`config.mk`:
```
export PLATFORM = sky130hd
export DESIGN_NAME = ring_neighbour_grant_arbiter
export DESIGN_NICKNAME = d
export VERILOG_FILES = /design/src/rtl/rnga_pkg.sv /design/src/rtl/ring_neighbour_grant_arbiter.sv /design/src/rtl/rnga_cell.sv /design/src/rtl/rnga_ctrl.sv
export SDC_FILE = /design/constraint.sdc
export NUM_CORES = 1
export LEC_CHECK = 0
export ABC_AREA = 1
export BUFFER_PORTS_ARGS = -buffer_cell sky130_fd_sc_hd__buf_2
export CAP_MARGIN = 20
export CORE_AREA = 4 4 300 375
export CTS_CLUSTER_SIZE = 24
export DETAILED_ROUTE_END_ITERATION = 12
export DIE_AREA = 0 0 304 379
export GPL_TIMING_DRIVEN = 0
export PLACE_DENSITY = 0.46
export SKIP_CTS_REPAIR_TIMING = 1
export SYNTH_ARGS = -nofsm -noshare
export SYNTH_HDL_FRONTEND = slang
export SYNTH_HIERARCHICAL = 1
export SYNTH_SLANG_ARGS = --single-unit
```
`constraint.sdc`:
```
create_clock -name clk -period 29.6 [get_ports clk]
set_input_delay 2.96 -clock clk [delete_from_list [all_inputs] [get_ports clk]]
set_output_delay 2.96 -clock clk [all_outputs]
set_load 0.01 [all_outputs]
```
`src/rtl/rnga_pkg.sv`:
```
`timescale 1ns / 1ps

package rnga_pkg;

  // ring geometry, fixed by the 4-bit client field
  localparam int MAX_CLIENTS = 16;
  localparam int IDX_W       = $clog2(MAX_CLIENTS);
  localparam int RING_W      = $clog2(MAX_CLIENTS + 1);
  localparam int MIN_RING    = 2;

  // field widths
  localparam int MODE_W     = 2;
  localparam int KIND_W     = 3;
  localparam int CNT_W      = 16;
  localparam int MEAL_W     = 16;
  localparam int CC_W       = 5;
  localparam int CFG_IDX_W  = 2;
  localparam int CFG_DATA_W = 16;

  // reset values of the configuration
  localparam logic [CC_W-1:0]  CLIENT_COUNT_RESET  = CC_W'(5);
  localparam logic [CNT_W-1:0] PORTION_TOTAL_RESET = CNT_W'(10);

  // configuration register indexes
  localparam logic [CFG_IDX_W-1:0] REG_CLIENT_COUNT  = CFG_IDX_W'(0);
  localparam logic [CFG_IDX_W-1:0] REG_PORTION_TOTAL = CFG_IDX_W'(1);

  typedef enum logic [1:0] {
    PH_THINK,
    PH_HUNGRY,
    PH_EAT,
    PH_GONE
  } phase_t;

  typedef enum logic [MODE_W-1:0] {
    MODE_THINK,
    MODE_HUNGRY,
    MODE_CONSUME,
    MODE_RELEASE
  } mode_t;

  typedef enum logic [KIND_W-1:0] {
    KIND_ACK,
    KIND_GRANT,
    KIND_ATE,
    KIND_GONE,
    KIND_REJECT
  } kind_t;

  typedef enum logic [2:0] {
    OP_NONE,
    OP_THINK,
    OP_HUNGRY,
    OP_TRY_GRANT,
    OP_EAT,
    OP_GONE
  } cell_op_t;

  // command broadcast along the row of cells
  typedef struct packed {
    cell_op_t         op;
    logic [IDX_W-1:0] sel;
    logic [IDX_W-1:0] ring_last;
  } cell_cmd_t;

  // view of the selected cell
  typedef struct packed {
    phase_t            phase;
    logic [MEAL_W-1:0] meal;
    logic              grant;
  } cell_stat_t;

  function automatic logic [MEAL_W-1:0] meal_inc(input logic [MEAL_W-1:0] m);
    logic [MEAL_W-1:0] res;
    res = (m == '1) ? m : m + 1'b1;
    return res;
  endfunction

endpackage

```
`src/rtl/ring_neighbour_grant_arbiter.sv`:
```
`timescale 1ns / 1ps

// ring neighbor grant arbiter: each client of a ring of up to 16 is thinking,
// hungry, eating or gone; an event (mode, client) is taken when start is high
// and busy is low, and produces one to three result beats, each on the out_
// ports for exactly one cycle with out_valid high and out_last on the final
// one. The receiver cannot stall, so it must take every beat as it comes.
// An event that yields a single beat (wrong-phase reject, think, hungry,
// consume with portions left) passes through S_FIRST and S_FLUSH with busy
// high and its beat appears in the first idle cycle; no new event is taken
// before then. A client outside the ring goes straight to S_FLUSH and is
// rejected. A release by an eater also passes S_GRANT_L and S_GRANT_R, a
// consume on an empty counter those and S_FINAL. The sequencer issues one
// cell operation per cycle (own client, left neighbor, right neighbor, then
// the gone marking) and holds each beat back so out_last marks the final one.
// configuration writes (client_count, portion_total) take effect at once and
// belong in idle periods; a portion_total write reloads the portion counter

module ring_neighbour_grant_arbiter (
  input  logic                            clk,
  input  logic                            rst_n,
  input  logic                            start,
  output logic                            busy,
  input  logic [rnga_pkg::MODE_W-1:0]     in_mode,
  input  logic [rnga_pkg::IDX_W-1:0]      in_client,
  output logic                            out_valid,
  output logic [rnga_pkg::KIND_W-1:0]     out_kind,
  output logic [rnga_pkg::IDX_W-1:0]      out_target,
  output logic [rnga_pkg::CNT_W-1:0]      out_portions_left,
  output logic [rnga_pkg::MEAL_W-1:0]     out_meals_taken,
  output logic                            out_last,
  input  logic                            cfg_we,
  input  logic [rnga_pkg::CFG_IDX_W-1:0]  cfg_index,
  input  logic [rnga_pkg::CFG_DATA_W-1:0] cfg_data
);
  import rnga_pkg::*;

  cell_cmd_t         cmd;
  cell_stat_t        stat;
  phase_t            phase_w [MAX_CLIENTS];
  logic [MEAL_W-1:0] meal_w  [MAX_CLIENTS];
  logic [MAX_CLIENTS-1:0] grant_w;

  // sequencer: event decode, portion counter, config, result beats
  rnga_ctrl u_ctrl (
    .clk               (clk),
    .rst_n             (rst_n),
    .start             (start),
    .busy              (busy),
    .in_mode           (in_mode),
    .in_client         (in_client),
    .cfg_we            (cfg_we),
    .cfg_index         (cfg_index),
    .cfg_data          (cfg_data),
    .stat              (stat),
    .cmd               (cmd),
    .out_valid         (out_valid),
    .out_kind          (out_kind),
    .out_target        (out_target),
    .out_portions_left (out_portions_left),
    .out_meals_taken   (out_meals_taken),
    .out_last          (out_last)
  );

  // row of client cells; each sees its two ring neighbors' phases, with
  // the ends closed at the active ring size
  for (genvar i = 0; i < MAX_CLIENTS; i++) begin : g_cell
    phase_t left_ph;
    phase_t right_ph;

    if (i == 0) begin : g_wrap_l
      assign left_ph = phase_w[cmd.ring_last];
    end else begin : g_plain_l
      assign left_ph = phase_w[i-1];
    end

    // last active cell wraps to cell 0
    assign right_ph = (IDX_W'(i) == cmd.ring_last) ? phase_w[0]
                                                   : phase_w[(i+1) % MAX_CLIENTS];

    rnga_cell u_cell (
      .clk         (clk),
      .rst_n       (rst_n),
      .cmd         (cmd),
      .my_idx      (IDX_W'(i)),
      .left_phase  (left_ph),
      .right_phase (right_ph),
      .phase       (phase_w[i]),
      .meal        (meal_w[i]),
      .grant       (grant_w[i])
    );
  end

  // only the addressed cell can grant, so a plain OR collects it
  assign stat.phase = phase_w[cmd.sel];
  assign stat.meal  = meal_w[cmd.sel];
  assign stat.grant = |grant_w;

endmodule

```
`src/rtl/rnga_cell.sv`:
```
`timescale 1ns / 1ps

module rnga_cell (
  input  logic                     clk,
  input  logic                     rst_n,
  input  rnga_pkg::cell_cmd_t      cmd,
  input  logic [rnga_pkg::IDX_W-1:0] my_idx,
  input  rnga_pkg::phase_t         left_phase,
  input  rnga_pkg::phase_t         right_phase,
  output rnga_pkg::phase_t         phase,
  output logic [rnga_pkg::MEAL_W-1:0] meal,
  output logic                     grant
);
  import rnga_pkg::*;

  phase_t            phase_r, phase_nxt;
  logic [MEAL_W-1:0] meal_r, meal_nxt;
  logic              hit;
  logic              free;

  always_comb begin
    hit       = (cmd.sel == my_idx);
    free      = (left_phase != PH_EAT) && (right_phase != PH_EAT);
    phase_nxt = phase_r;
    meal_nxt  = meal_r;
    grant     = 1'b0;
    if (hit) begin
      case (cmd.op)
        OP_THINK: phase_nxt = PH_THINK;
        OP_HUNGRY: begin
          phase_nxt = free ? PH_EAT : PH_HUNGRY;
          grant     = free;
        end
        OP_TRY_GRANT: begin
          if (phase_r == PH_HUNGRY && free) begin
            phase_nxt = PH_EAT;
            grant     = 1'b1;
          end
        end
        OP_EAT:  meal_nxt  = meal_inc(meal_r);
        OP_GONE: phase_nxt = PH_GONE;
        default: ;
      endcase
    end
  end

  always_ff @(posedge clk) begin
    if (!rst_n) begin
      phase_r <= PH_THINK;
      meal_r  <= '0;
    end else begin
      phase_r <= phase_nxt;
      meal_r  <= meal_nxt;
    end
  end

  assign phase = phase_r;
  assign meal  = meal_r;

endmodule

```
`src/rtl/rnga_ctrl.sv`:
```
`timescale 1ns / 1ps

module rnga_ctrl (
  input  logic                            clk,
  input  logic                            rst_n,
  input  logic                            start,
  output logic                            busy,
  input  logic [rnga_pkg::MODE_W-1:0]     in_mode,
  input  logic [rnga_pkg::IDX_W-1:0]      in_client,
  input  logic                            cfg_we,
  input  logic [rnga_pkg::CFG_IDX_W-1:0]  cfg_index,
  input  logic [rnga_pkg::CFG_DATA_W-1:0] cfg_data,
  input  rnga_pkg::cell_stat_t            stat,
  output rnga_pkg::cell_cmd_t             cmd,
  output logic                            out_valid,
  output logic [rnga_pkg::KIND_W-1:0]     out_kind,
  output logic [rnga_pkg::IDX_W-1:0]      out_target,
  output logic [rnga_pkg::CNT_W-1:0]      out_portions_left,
  output logic [rnga_pkg::MEAL_W-1:0]     out_meals_taken,
  output logic                            out_last
);
  import rnga_pkg::*;

  typedef enum logic [2:0] {
    S_IDLE,
    S_FIRST,
    S_GRANT_L,
    S_GRANT_R,
    S_FINAL,
    S_FLUSH
  } state_t;

  state_t            state_r, state_nxt;
  mode_t             mode_r, mode_nxt;
  logic [IDX_W-1:0]  client_r, client_nxt;
  logic [IDX_W-1:0]  left_r, left_nxt;
  logic [IDX_W-1:0]  right_r, right_nxt;
  logic              gone_r, gone_nxt;
  logic [CC_W-1:0]   count_r, count_nxt;
  logic [CNT_W-1:0]  portion_r, portion_nxt;

  // one result held back until it is known whether another follows
  logic              pend_valid_r, pend_valid_nxt;
  kind_t             pend_kind_r, pend_kind_nxt;
  logic [IDX_W-1:0]  pend_target_r, pend_target_nxt;
  logic [CNT_W-1:0]  pend_portions_r, pend_portions_nxt;
  logic [MEAL_W-1:0] pend_meals_r, pend_meals_nxt;

  logic              out_valid_r, out_valid_nxt;
  kind_t             out_kind_r, out_kind_nxt;
  logic [IDX_W-1:0]  out_target_r, out_target_nxt;
  logic [CNT_W-1:0]  out_portions_r, out_portions_nxt;
  logic [MEAL_W-1:0] out_meals_r, out_meals_nxt;
  logic              out_last_r, out_last_nxt;

  logic [RING_W-1:0] ring_n;
  logic [IDX_W-1:0]  ring_last;
  logic              in_range;
  logic              idle_phase;
  logic              produce;
  kind_t             res_kind;
  logic [IDX_W-1:0]  res_target;
  logic [CNT_W-1:0]  res_portions;
  logic [MEAL_W-1:0] res_meals;

  always_comb begin
    // effective ring size
    if (count_r < RING_W'(MIN_RING)) begin
      ring_n = RING_W'(MIN_RING);
    end else if (count_r > RING_W'(MAX_CLIENTS)) begin
      ring_n = RING_W'(MAX_CLIENTS);
    end else begin
      ring_n = count_r;
    end
    ring_last  = IDX_W'(ring_n - 1'b1);
    in_range   = RING_W'(in_client) < ring_n;
    idle_phase = (stat.phase == PH_THINK) || (stat.phase == PH_HUNGRY);

    state_nxt         = state_r;
    mode_nxt          = mode_r;
    client_nxt        = client_r;
    left_nxt          = left_r;
    right_nxt         = right_r;
    gone_nxt          = gone_r;
    count_nxt         = count_r;
    portion_nxt       = portion_r;
    pend_valid_nxt    = pend_valid_r;
    pend_kind_nxt     = pend_kind_r;
    pend_target_nxt   = pend_target_r;
    pend_portions_nxt = pend_portions_r;
    pend_meals_nxt    = pend_meals_r;
    out_valid_nxt     = 1'b0;
    out_kind_nxt      = out_kind_r;
    out_target_nxt    = out_target_r;
    out_portions_nxt  = out_portions_r;
    out_meals_nxt     = out_meals_r;
    out_last_nxt      = 1'b0;

    cmd.op        = OP_NONE;
    cmd.sel       = client_r;
    cmd.ring_last = ring_last;

    produce      = 1'b0;
    res_kind     = KIND_REJECT;
    res_target   = client_r;
    res_portions = portion_r;
    res_meals    = stat.meal;

    case (state_r)
      S_IDLE: begin
        if (start) begin
          mode_nxt   = mode_t'(in_mode);
          client_nxt = in_client;
          left_nxt   = (in_client == '0) ? ring_last : in_client - 1'b1;
          right_nxt  = (in_client == ring_last) ? '0 : in_client + 1'b1;
          gone_nxt   = 1'b0;
          if (in_range) begin
            state_nxt = S_FIRST;
          end else begin
            produce    = 1'b1;
            res_kind   = KIND_REJECT;
            res_target = in_client;
            res_meals  = '0;
            state_nxt  = S_FLUSH;
          end
        end
      end
      S_FIRST: begin
        produce   = 1'b1;
        state_nxt = S_FLUSH;
        case (mode_r)
          MODE_THINK: begin
            if (idle_phase) begin
              cmd.op   = OP_THINK;
              res_kind = KIND_ACK;
            end
          end
          MODE_HUNGRY: begin
            if (idle_phase) begin
              cmd.op   = OP_HUNGRY;
              res_kind = stat.grant ? KIND_GRANT : KIND_ACK;
            end
          end
          MODE_CONSUME: begin
            if (stat.phase == PH_EAT) begin
              if (portion_r != '0) begin
                cmd.op       = OP_EAT;
                portion_nxt  = portion_r - 1'b1;
                res_kind     = KIND_ATE;
                res_portions = portion_nxt;
                res_meals    = meal_inc(stat.meal);
              end else begin
                // counter empty: leave the table, neighbors get a chance first
                cmd.op    = OP_THINK;
                produce   = 1'b0;
                gone_nxt  = 1'b1;
                state_nxt = S_GRANT_L;
              end
            end
          end
          MODE_RELEASE: begin
            if (stat.phase == PH_EAT) begin
              cmd.op    = OP_THINK;
              res_kind  = KIND_ACK;
              state_nxt = S_GRANT_L;
            end
          end
          default: ;
        endcase
      end
      S_GRANT_L: begin
        cmd.op     = OP_TRY_GRANT;
        cmd.sel    = left_r;
        produce    = stat.grant;
        res_kind   = KIND_GRANT;
        res_target = left_r;
        state_nxt  = S_GRANT_R;
      end
      S_GRANT_R: begin
        cmd.op     = OP_TRY_GRANT;
        cmd.sel    = right_r;
        produce    = stat.grant;
        res_kind   = KIND_GRANT;
        res_target = right_r;
        state_nxt  = gone_r ? S_FINAL : S_FLUSH;
      end
      S_FINAL: begin
        cmd.op    = OP_GONE;
        produce   = 1'b1;
        res_kind  = KIND_GONE;
        state_nxt = S_FLUSH;
      end
      S_FLUSH: begin
        out_valid_nxt    = 1'b1;
        out_kind_nxt     = pend_kind_r;
        out_target_nxt   = pend_target_r;
        out_portions_nxt = pend_portions_r;
        out_meals_nxt    = pend_meals_r;
        out_last_nxt     = 1'b1;
        pend_valid_nxt   = 1'b0;
        state_nxt        = S_IDLE;
      end
      default: state_nxt = S_IDLE;
    endcase

    // a new result pushes the held one out as a non-final beat
    if (produce) begin
      if (pend_valid_r) begin
        out_valid_nxt    = 1'b1;
        out_kind_nxt     = pend_kind_r;
        out_target_nxt   = pend_target_r;
        out_portions_nxt = pend_portions_r;
        out_meals_nxt    = pend_meals_r;
        out_last_nxt     = 1'b0;
      end
      pend_valid_nxt    = 1'b1;
      pend_kind_nxt     = res_kind;
      pend_target_nxt   = res_target;
      pend_portions_nxt = res_portions;
      pend_meals_nxt    = res_meals;
    end

    if (cfg_we) begin
      case (cfg_index)
        REG_CLIENT_COUNT:  count_nxt   = cfg_data[CC_W-1:0];
        REG_PORTION_TOTAL: portion_nxt = cfg_data[CNT_W-1:0];
        default: ;
      endcase
    end
  end

  always_ff @(posedge clk) begin
    if (!rst_n) begin
      state_r      <= S_IDLE;
      gone_r       <= 1'b0;
      count_r      <= CLIENT_COUNT_RESET;
      portion_r    <= PORTION_TOTAL_RESET;
      pend_valid_r <= 1'b0;
      out_valid_r  <= 1'b0;
      out_last_r   <= 1'b0;
    end else begin
      state_r         <= state_nxt;
      mode_r          <= mode_nxt;
      client_r        <= client_nxt;
      left_r          <= left_nxt;
      right_r         <= right_nxt;
      gone_r          <= gone_nxt;
      count_r         <= count_nxt;
      portion_r       <= portion_nxt;
      pend_valid_r    <= pend_valid_nxt;
      pend_kind_r     <= pend_kind_nxt;
      pend_target_r   <= pend_target_nxt;
      pend_portions_r <= pend_portions_nxt;
      pend_meals_r    <= pend_meals_nxt;
      out_valid_r     <= out_valid_nxt;
      out_kind_r      <= out_kind_nxt;
      out_target_r    <= out_target_nxt;
      out_portions_r  <= out_portions_nxt;
      out_meals_r     <= out_meals_nxt;
      out_last_r      <= out_last_nxt;
    end
  end

  assign busy              = (state_r != S_IDLE);
  assign out_valid         = out_valid_r;
  assign out_kind          = out_kind_r;
  assign out_target        = out_target_r;
  assign out_portions_left = out_portions_r;
  assign out_meals_taken   = out_meals_r;
  assign out_last          = out_last_r;

endmodule

```
; Word level (Yosys, flattened, before mapping)
; Index checks and enable logic that the tools add are counted.
[totals]
reg_bits = 408
in_bits = 28
output_inout_bits = 42
elab_cells = 501
[classes]
n_addsub = 21
n_lt_le_gt_ge = 5
n_eq_ne = 130
mux = 193
bitwise_logic = 18
n_reduce_logical = 83
[ops]
columns = operator, n
row1 = $mux W16, 20
row2 = $add A16 B1 Y16 const B, 17
row3 = $eq A16 B16 Y1 const B, 17
row4 = $pmux W2 S4, 16
row5 = $mux W2, 52
row6 = $reduce_and A3 Y1, 33
row7 = $ne A2 B2 Y1 const B, 34
row8 = $bmux W16 S4, 1
row9 = $mux W1, 52
row10 = $mux W3, 15
row11 = $eq A2 B1 Y1 const B, 19
row12 = $ne A2 B1 Y1 const B, 17
row13 = $pmux W1 S2, 17
row14 = $eq A4 B4 Y1 const B, 8
row15 = $logic_and A1 B1 Y1, 32
row16 = $pmux W16 S2, 1
row17 = $eq A4 B4 Y1 const A, 7
row18 = $mux W4, 6
row19 = $pmux W3 S4, 2
row20 = $pmux W3 S3, 2
row21 = $bmux W2 S4, 2
row22 = $eq A3 B4 Y1 const A, 4
row23 = $eq A4 B3 Y1 const B, 4
row24 = $not A1 Y1, 16
row25 = other kinds (35), 56

; Longest topological paths before layout
; Gate-level depths: netlist of run 1.
[logic_depth]
depth_word = 19
depth_mapped = 38
depth_no_buf = 34

; Cells and area by module
; Netlist of run 1, hierarchy kept.
[modules_own_cells]
columns = module, instances, cells_per_inst, area_each_um2, seq_area_each_um2
row1 = rnga_cell, 16, 244, 1377.6, 360.3
row2 = rnga_ctrl, 1, 961, 7075.5, 3323.2
row3 = ring_neighbour_grant_arbiter, 1, 1065, 4441.8, 0.0

; Least setup slack after synthesis of run 1
; No wires, ideal clock.
[synth_timing]
path_kind = register to register
startpoint = register u_ctrl.state_r[2]
endpoint = register u_ctrl.pend_kind_r[0], enable pin
setup_time_ns = 0.394
arrival_time_ns = 14.447
required_ns = 29.206
setup_slack_ns = 14.759
stages_incl_launch_ff = 29
n_path_buf = 3
synth_period_minus_slack_ns = 14.841
path_cell_list = dfxtp_1 -> nor2_1 -> o21ai_0 -> buf_2 -> clkinv_1 -> clkbuf_1 -> nand3_1 -> nand2_1 -> inv_1 -> nand2_1 -> nor2_2 -> inv_2 -> o21ai_0 -> a21oi_1 -> o21ai_0 -> nand3_1 -> nor2_1 -> nor2_1 -> nor2_1 -> nor2_1 -> nand4_1 -> nand3b_1 -> inv_1 -> o21ai_1 -> nor2_2 -> nand2_2 -> buf_2 -> nand2_1 -> inv_1
[synth_rtl]
columns = element, line_no
row1 = "start, declared", rnga_ctrl.sv:33  ; state_t state_r, state_nxt;
row2 = "start signal, assigned", rnga_ctrl.sv:242  ; state_r <= state_nxt;
row3 = "end signal, assigned", rnga_ctrl.sv:251  ; pend_kind_r <= pend_kind_nxt;
row4 = "end, declared", rnga_ctrl.sv:44  ; kind_t pend_kind_r, pend_kind_nxt;

==> results of run 1 <==
-- layout by cell type, fill, tap and decap left out, types with 9 or more instances in the layout --
cell type / n
sky130_fd_sc_hd__nor3_1: 38
sky130_fd_sc_hd__o21ai_1: 16
sky130_fd_sc_hd__clkinv_2: 9
sky130_fd_sc_hd__inv_2: 14
sky130_fd_sc_hd__clkbuf_16: 54
sky130_fd_sc_hd__nand4_1: 92
sky130_fd_sc_hd__ha_1: 25
sky130_fd_sc_hd__nand2_2: 20
sky130_fd_sc_hd__xnor2_1: 51
sky130_fd_sc_hd__xor2_1: 120
sky130_fd_sc_hd__inv_1: 929
sky130_fd_sc_hd__clkbuf_1: 61
sky130_fd_sc_hd__o21ai_0: 164
sky130_fd_sc_hd__nand3_4: 34
sky130_fd_sc_hd__a21oi_1: 53
sky130_fd_sc_hd__nor2_4: 17
sky130_fd_sc_hd__dfxtp_1: 316
sky130_fd_sc_hd__nand3b_1: 38
sky130_fd_sc_hd__nand2_1: 2178
sky130_fd_sc_hd__buf_1: 23
sky130_fd_sc_hd__edfxtp_1: 92
sky130_fd_sc_hd__nor3_4: 16
sky130_fd_sc_hd__buf_6: 11
sky130_fd_sc_hd__buf_2: 105
sky130_fd_sc_hd__nor2_2: 40
sky130_fd_sc_hd__nor2_1: 1063
sky130_fd_sc_hd__buf_8: 16
sky130_fd_sc_hd__clkbuf_8: 12
sky130_fd_sc_hd__nor3b_1: 16
sky130_fd_sc_hd__nand3_1: 414
sky130_fd_sc_hd__conb_1: 176
-- worst min-delay path, cell delays in order, from the launching register on --
cell	delay, ns
sky130_fd_sc_hd__dfxtp_1	0.31
sky130_fd_sc_hd__inv_1	0.05
sky130_fd_sc_hd__a211oi_1	0.05
-- power groups by stage --
stage	logic, W	clock network (W)	registers (W)
after floorplan	0.000264	0	0.000652
after global placement	0.000395	0	0.000657
after detailed placement	0.000393	0	0.000656
after CTS	0.000394	0.000752	0.000645
after global routing	0.000446	0.000771	0.000649
final	0.000393	0.000727	0.000645
-- final cells by class --
type	instances	share of cell area [%]
flip-flops and latches	408	23.5
well taps	1438	4.65
multi-input cells	4602	53.6
clock inverters	27	1.08
repair buffers	83	1.70
clock buffers	74	3.97
plain buffers	145	2.27
inverters	949	9.21
-- routing by layer --
| layer | vias up | wire, um |
|---|---|---|
| li1 | 18500 | - |
| met3 | 189 | 4690 |
| met2 | 660 | 58600 |
| met1 | 15900 | 52200 |
| met5 | - | 0 |
| met4 | 0 | 4230 |
-- metrics by stage --
| stage | worst slack [ns] | utilization, % |
|---|---|---|
| CTS | 20.23 | 35.6 |
| global placement | 4.90 | 33.5 |
| finish | 20.39 | 35.6 |
| global route | 19.69 | 35.6 |
| detailed placement | 20.27 | 33.8 |
| floorplan | 14.76 | - |
-- cells by family after synthesis --
logic type                 after synthesis
adders and majority gates               25
other                                    2
and+or+nand+nor                       3972
DFF                                    408
AOI/OAI and AO/OA                      258
buffers and inverters                 1094
xor gates and xnor gates               171
-- sequential cells by signal, summed over array words and instances (netlist names) --
name and cells:
g_cell.u_cell/meal 256, u_ctrl/out_valid 1, u_ctrl/state_r 3, u_ctrl/out_meals_taken 16, u_ctrl/gone_r 1, u_ctrl/pend_kind_r 3
u_ctrl/out_target 4, u_ctrl/pend_portions_r 16, u_ctrl/out_last 1, u_ctrl/out_kind 3, u_ctrl/out_portions_left 16, u_ctrl/mode_r 2
u_ctrl/right_r 4, u_ctrl/pend_meals_r 16, u_ctrl/pend_target_r 4, u_ctrl/portion_r 16, u_ctrl/left_r 4, u_ctrl/count_r 5
u_ctrl/pend_valid_r 1, g_cell.u_cell/phase 32, u_ctrl/client_r 4
-- worst max-delay path by stage --
stage | startpoint | cells past startpoint | end
finish | u_ctrl/state_r[1] | 36 | u_ctrl/pend_meals_r[11]
floorplan | u_ctrl/state_r[2] | 28 | u_ctrl/pend_kind_r[0]
global route | u_ctrl/state_r[1] | 36 | u_ctrl/pend_portions_r[13]
global placement | u_ctrl/state_r[2] | 28 | u_ctrl/pend_meals_r[11]
CTS | u_ctrl/state_r[1] | 36 | u_ctrl/pend_kind_r[2]
detailed placement | u_ctrl/state_r[1] | 36 | u_ctrl/pend_meals_r[11]
==> out/results.md, run 1 <==
| Item | Reported |
| --- | --- |
| Post-synthesis async set-or-reset flop share | 0% |
| Internal portion of total power | 0.00117 W |
| Setup TNS after final layout | 0 ns |
| H-tree levels | 2 |
| DP HPWL | 94.2 mm |
| Leading post-synthesis cells by instance count | 2179 x sky130_fd_sc_hd__nand2_1, 1063 x sky130_fd_sc_hd__nor2_1, 930 x sky130_fd_sc_hd__inv_1 |
| Class of the most critical hold timing path | register to register |
| Number of global-route vias before repair | 32900 |
| Terminating pin of the worst hold path | u_ctrl/gone_r |
| Fillers | 12100 |
| Global-route congestion overflow total | 0 |
| Areal power density over the cells | 45.6 mW/mm^2 |
| Number of antenna violations at the first check in global routing | 0 |
| Fraction of power consumed by combinational cells | 22.3% |
| Total via count in the routed design | 35200 |
| Area delta synth->final | 15.3% |
| Initial drt markers | 2117 |
| Number of routed nets with antenna violations | 0 |
| Grt peak-use layer | met2 |
| Switching fraction of total power | 33.7% |
| Leading register cell type out of synthesis | sky130_fd_sc_hd__dfxtp_1 |
| Num ports | 70 |
| First-pass GRT wire length | 186 mm |
| Chip Height | 379 um |
| Xor/xnor cell area share of the yosys netlist | 4.46% |
| Die Area | 0.115 mm^2 |
| Top post-synthesis cells by area | sky130_fd_sc_hd__nand2_1 24%, sky130_fd_sc_hd__dfxtp_1 19%, sky130_fd_sc_hd__nor2_1 12% |
| Core area | 0.109 mm^2 |
| Final Hold Vio Count | 0 |
| I/O Buffers | 69 |
| Post-Synthesis Cell Area | 0.0336 mm^2 |
| Arithmetic-cell share of the synthesized area counting full adders, half adders and majority gates | 0.932% |
| Kind of cell with the highest combined delay on the critical path | simple AND/OR/NAND/NOR gates |
| Final clock period utilization by the worst path | 31.1% |
| Leak pwr | 18.6 nW |
| Register-to-register setup slack | 20.39 ns |
| Number of buffer and inverter stages on the critical path | 12 |
| Simple logic cell fraction of the synthesized area | 50.3% |
| Endpoint required time on the critical path | 29.89 ns |
| Drt total wl | 120 mm |
| Worst-case vdd ir drop | 0.0000430 V |
| Met1 usage | 25.0% |
| Initial standard-cell utilization of the core | 30.9% |
| Number of non-filler instances in the completed layout | 7726 |
| Clk sinks | 408 |
| Reg2reg end | u_ctrl/pend_meals_r[11] |
| Maximum root-to-sink buffer count | 3 |
| Depth of the worst register-to-register path | 36 |
| Die extent in x | 304 um |
| CTS buffer count | 54 |
| Number of distinct library cells after synthesis | 44 |
| Relative max-transition margin | 39.7% |
| Number of synthesis warnings | 6 |
| Critical register-to-register path startpoint | u_ctrl/state_r[1] |
| Transition time of the tightest slew-check pin | 0.903 ns |
| Final-report setup violation count | 0 |
| Nets | 6296 |
| Post-synth EDFFs | 92 |
| Largest net degree at the start of global routing | 69 |
| Net switching power | 0.000594 W |
| Cell mode on critical path | sky130_fd_sc_hd__nor2_1 |
| Largest family of logic cells by synthesized area | simple AND/OR/NAND/NOR gates |
| Clock network fraction of total power | 41.2% |
| Post-synth top area cell | sky130_fd_sc_hd__nand2_1 |
| Clock latency on the worst-skew pair | 0.66 ns |
| Seq/Total Area, Yosys | 27.1% |
| Compound-cell area share of the yosys netlist | 4.00% |
| Startpoint type of the worst setup path | register |
| Placer congestion estimate | 0.925 |
| Min cycle time layout | 9.21 ns |
| Number of flip-flops and latches in the synthesized netlist | 408 |
| Routed vias/inst | 4.56 |
| Worst Min Path Start | u_ctrl/gone_r |
| Gate count of the mapped netlist | 5930 |
| Slew Viols, Final | 0 |
| Max-cap violations | 0 |
| Routed wirelength normalized by instance count | 15.5 um |
| RSZ-0062 raised after global routing | no |
| Synth top area share | 24.4% |
| GRT met3 Usage | 2.05% |
| Hold Path Cell Cnt | 2 |
| Crit path kind | register to register |
| Flop pwr share | 36.5% |
| Area after DPL | 0.0367 mm^2 |
| Post-Syn Area per Cell | 5.66 um^2 |
| Mux cell area share after synthesis | 0% |
| Drt pass-1 iters | 6 |
| Met2 usage | 37.2% |
| Worst-path cell with the longest stage delay | sky130_fd_sc_hd__buf_1 |
| Clock transition at the register clock pins on the worst setup and hold paths after CTS | 0.06 ns |
| Nature of the critical path endpoint | register |
| Row count | 135 |
| Number of placed instances with taps included | 7625 |
| Clock tree from TritonCTS | done |
| Crit Path Max Fanout | 39 |
| Combined area of the multi-input logic cells | 0.0207 mm^2 |
| Largest incremental delay on the critical path | 0.71 ns |
| Sequential Area | 0.00909 mm^2 |
| Most frequent cell after synthesis | sky130_fd_sc_hd__nand2_1 |
| Count of unresolved DRC violations after routing | 0 |
| Arr. time, crit path | 9.50 ns |
| Setup skew after layout | 0.0492 ns |
| Fmax | 109 MHz |
| Overall power | 0.00176 W |
| Post-route cell area | 0.0387 mm^2 |
| Diodes inserted | 0 |
| Clock tree root buffer cell | sky130_fd_sc_hd__clkbuf_16 |
| Fraction of final layout cells sized beyond drive strength 1 | 6.27% |
| Total global routing track utilization | 20.4% |
| Outcome | finished clean |
| Final hold slack | 0.463 ns |
No activity file was read; power rests on OpenSTA's default activity.
==> inputs of run 2 (changes only) <==
- ABC_AREA: 1 -> 0
- CORE_AREA: 4 4 300 375 -> 4 4 272 341
- DIE_AREA: 0 0 304 379 -> 0 0 276 345
- clock period: 29.6 -> 8.9 ns (I/O delays scaled with it)
==> run 2 against run 1 <==
Fmax rose by 10%. Worst setup slack lost 20 ns. Sequential power increased to 3.2 times the previous value. Hold slack improved by 0.039 ns. Total power increased to 2.9 times the previous value. Final cell count is 44% lower. Core utilization down 0.24 points. Sequential cell count stayed put. Critical path type unchanged. Die area is 17% lower. Count of clock-buffer cells in the layout shrank 5. Clock power grew to 3.0 times the previous value.
==> out/results.md, run 2 <==
| Item | Reported | vs previous |
| --- | --- | --- |
| Leading register cell type out of synthesis | sky130_fd_sc_hd__dfxtp_1 | unchanged |
| Outcome | finished clean | unchanged |
| Leading cell types in the layout, fill and taps excluded | 316 x sky130_fd_sc_hd__dfxtp_1, 241 x sky130_fd_sc_hd__nor2_1, 184 x sky130_fd_sc_hd__nand2_1 | was 2178 x sky130_fd_sc_hd__nand2_1, 1063 x sky130_fd_sc_hd__nor2_1, 929 x sky130_fd_sc_hd__inv_1 |
| First-pass GRT wire length | 136 mm | was 186 mm |
| CTS buffer count | 51 | was 54 |
| Crit Path Max Fanout | 14 | was 39 |
| Final clock period utilization by the worst path | 93.8% | was 31.1% |
| Sequential Area | 0.00909 mm^2 | unchanged |
| Clock tree root buffer cell | sky130_fd_sc_hd__clkbuf_16 | unchanged |
| Nature of the critical path endpoint | register | unchanged |
| Worst-case vdd ir drop | 0.000133 V | was 0.0000430 V |
| Number of distinct library cells after synthesis | 85 | was 44 |
| Num ports | 70 | unchanged |
| Leak pwr | 11.3 nW | was 18.6 nW |
| Final-report setup violation count | 0 | unchanged |
| Area delta synth->final | 14.9% | was 15.3% |
| Placer congestion estimate | 0.932 | was 0.925 |
| Die Area | 0.0952 mm^2 | was 0.115 mm^2 |
| Largest incremental delay on the critical path | 0.59 ns | was 0.71 ns |
| Number of routed nets with antenna violations | 0 | unchanged |
| Drt pass-1 iters | 6 | unchanged |
| Total via count in the routed design | 23600 | was 35200 |
| Endpoint required time on the critical path | 9.25 ns | was 29.89 ns |
| Clock latency on the worst-skew pair | 0.61 ns | was 0.66 ns |
| Top post-synthesis cells by area | sky130_fd_sc_hd__dfxtp_1 23%, sky130_fd_sc_hd__edfxtp_1 10%, sky130_fd_sc_hd__mux4_2 5.4% | was sky130_fd_sc_hd__nand2_1 24%, sky130_fd_sc_hd__dfxtp_1 19%, sky130_fd_sc_hd__nor2_1 12% |
| Post-route cell area | 0.0317 mm^2 | was 0.0387 mm^2 |
| Initial drt markers | 1675 | was 2117 |
| DP HPWL | 67.1 mm | was 94.2 mm |
| Number of placed instances with taps included | 4191 | was 7625 |
| Maximum root-to-sink buffer count | 3 | unchanged |
| RSZ-0062 raised after global routing | no | unchanged |
| Combined area of the multi-input logic cells | 0.0177 mm^2 | was 0.0207 mm^2 |
| Post-synth EDFFs | 92 | unchanged |
| H-tree levels | 2 | unchanged |
| Final Hold Vio Count | 0 | unchanged |
| Arr. time, crit path | 8.70 ns | was 9.50 ns |
| Number of global-route vias before repair | 23000 | was 32900 |
| Clock tree from TritonCTS | done | unchanged |
| Areal power density over the cells | 161 mW/mm^2 | was 45.6 mW/mm^2 |
| Count of unresolved DRC violations after routing | 0 | unchanged |
| Fillers | 9134 | was 12100 |
| Post-Synthesis Cell Area | 0.0276 mm^2 | was 0.0336 mm^2 |
| Crit path kind | register to register | unchanged |
| Final hold slack | 0.501 ns | was 0.463 ns |
| Transition time of the tightest slew-check pin | 0.771 ns | was 0.903 ns |
| Utilization after layout | 35.4% | was 35.6% |
| Fraction of final layout cells sized beyond drive strength 1 | 19.7% | was 6.27% |
| Largest net degree at the start of global routing | 75 | was 69 |
| Total global routing track utilization | 17.7% | was 20.4% |
| Drt total wl | 88.4 mm | was 120 mm |
| Chip Height | 345 um | was 379 um |
| I/O Buffers | 69 | unchanged |
| Most common cell after layout, fill and taps aside | sky130_fd_sc_hd__dfxtp_1 | was sky130_fd_sc_hd__nand2_1 |
| Relative max-transition margin | 48.6% | was 39.7% |
| Core area | 0.0896 mm^2 | was 0.109 mm^2 |
| Leading post-synthesis cells by instance count | 316 x sky130_fd_sc_hd__dfxtp_1, 242 x sky130_fd_sc_hd__nor2_1, 185 x sky130_fd_sc_hd__nand2_1 | was 2179 x sky130_fd_sc_hd__nand2_1, 1063 x sky130_fd_sc_hd__nor2_1, 930 x sky130_fd_sc_hd__inv_1 |
| Diodes inserted | 0 | unchanged |
| Nets | 3123 | was 6296 |
| Fmax | 120 MHz | was 109 MHz |
| Number of flip-flops under the largest register name | 256 | unchanged |
| Gate count of the mapped netlist | 2861 | was 5930 |
| Synth top area share | 22.9% | was 24.4% |
| Slew Viols, Final | 0 | unchanged |
| Setup skew after layout | 0.0255 ns | was 0.0492 ns |
| Global-route congestion overflow total | 0 | unchanged |
| Number of flip-flops and latches in the synthesized netlist | 408 | unchanged |
| Startpoint type of the worst setup path | register | unchanged |
| Max-cap violations | 0 | unchanged |
| Number of antenna violations at the first check in global routing | 0 | unchanged |
| Class of the most critical hold timing path | primary input to register | was register to register |
| Post-synth top area cell | sky130_fd_sc_hd__dfxtp_1 | was sky130_fd_sc_hd__nand2_1 |
| Number of synthesis warnings | 6 | unchanged |
| Routed vias/inst | 5.49 | was 4.56 |
| Routed wirelength normalized by instance count | 20.6 um | was 15.5 um |
| Seq/Total Area, Yosys | 33.0% | was 27.1% |
| Most frequent cell after synthesis | sky130_fd_sc_hd__dfxtp_1 | was sky130_fd_sc_hd__nand2_1 |
| Worst-path cell with the longest stage delay | sky130_fd_sc_hd__nor4_1 | was sky130_fd_sc_hd__buf_1 |
| Min cycle time layout | 8.35 ns | was 9.21 ns |
| Initial standard-cell utilization of the core | 30.8% | was 30.9% |
| Area after DPL | 0.0298 mm^2 | was 0.0367 mm^2 |
| Die extent in x | 276 um | was 304 um |
| Cell mode on critical path | sky130_fd_sc_hd__clkbuf_1 | was sky130_fd_sc_hd__nor2_1 |
| Clock transition at the register clock pins on the worst setup and hold paths after CTS | 0.06 ns | about the same |
| Number of non-filler instances in the completed layout | 4300 | was 7726 |
| Post-Syn Area per Cell | 9.64 um^2 | was 5.66 um^2 |
| Row count | 123 | was 135 |
| Post-synthesis async set-or-reset flop share | 0% | unchanged |
| Clk sinks | 408 | unchanged |
run 2: cell count changes in the layout (fill, tap and decap cells not counted), moves of 54 or more:
cell and change:
sky130_fd_sc_hd__xor2_1 -112, sky130_fd_sc_hd__inv_1 -782, sky130_fd_sc_hd__and3_1 +54, sky130_fd_sc_hd__nand2_1 -1994
sky130_fd_sc_hd__conb_1 -112, sky130_fd_sc_hd__nor2_1 -822, sky130_fd_sc_hd__mux2i_1 +75, sky130_fd_sc_hd__nand3_1 -267
sky130_fd_sc_hd__a21oi_1 +73, sky130_fd_sc_hd__mux4_2 +66, sky130_fd_sc_hd__nand2b_1 +87
run 2: cell type report:
| class | count | share of cell area, % |
|---|---|---|
| multi-input cells | 2266 | 55.9 |
| flip-flops and latches | 408 | 28.7 |
| well taps | 1187 | 4.69 |
| clock buffers | 69 | 4.50 |
| repair buffers | 94 | 1.97 |
| inverters | 147 | 1.74 |
| plain buffers | 102 | 1.51 |
| clock inverters | 27 | 0.967 |
run 2: final timing paths:
kind,startpoint,endpoint,slack [ns],cells after the start
max,u_ctrl/state_r[2],u_ctrl/out_target[0],0.55,28
min,in_client[3],u_ctrl/client_r[3],0.50,1
max reg2reg,u_ctrl/state_r[2],u_ctrl/out_target[0],0.55,28
min reg2reg,g_cell[12].u_cell/meal[13],g_cell[12].u_cell/meal[13],0.51,2
run 2: stage by stage:
stage	worst slack (ns)	TNS, ns	power [W]
floorplan	0.188	0	0.00269
global placement	-3.91	-740.25	0.00294
detailed placement	-0.458	-18.08	0.00295
CTS	-0.477	-19.67	0.00517
global route	0.0683	0	0.00532
finish	0.554	0	0.00509
run 2: cells by family after synthesis:
family                   Yosys count  share of synthesized area, %
AND/OR/NAND/NOR                 1208                          27.3
flip-flops                       408                          33.0
AO/OA/AOI/OAI                    638                          17.2
other                              2                        0.0272
adder cells (fa/ha/maj)           25                          1.13
multiplexers                     185                          10.7
XOR/XNOR                         146                          7.03
buffers and inverters            249                          3.71
run 2: critical path: cells and delay by family (launching register included):
family	cells	cell delay, ns
buffers and inverters	12	3.29
muxes	1	0.39
DFF	1	0.30
and+or+nand+nor	7	2.01
AOI/OAI and AO/OA	8	2.04
run 2: report_power, final:
| part | internal, W | switching [W] | leakage [nW] | total [W] |
|---|---|---|---|---|
| logic | 0.000332 | 0.000523 | 7.06 | 0.000855 |
| registers | 0.00200 | 0.0000606 | 3.42 | 0.00206 |
| clock network | 0.00130 | 0.000878 | 0.847 | 0.00217 |
run 2: routing by layer:
metal  up-vias  GRT usage [%]  share of wire [%]  routed length (um)
met5         -              0                  0                   0
met4         0           6.83                4.0                3510
met3       141           2.10                4.4                3860
met2       637           32.3                 51               44700
met1     11600           21.3                 41               36300
li1      11300              -                  -                   -
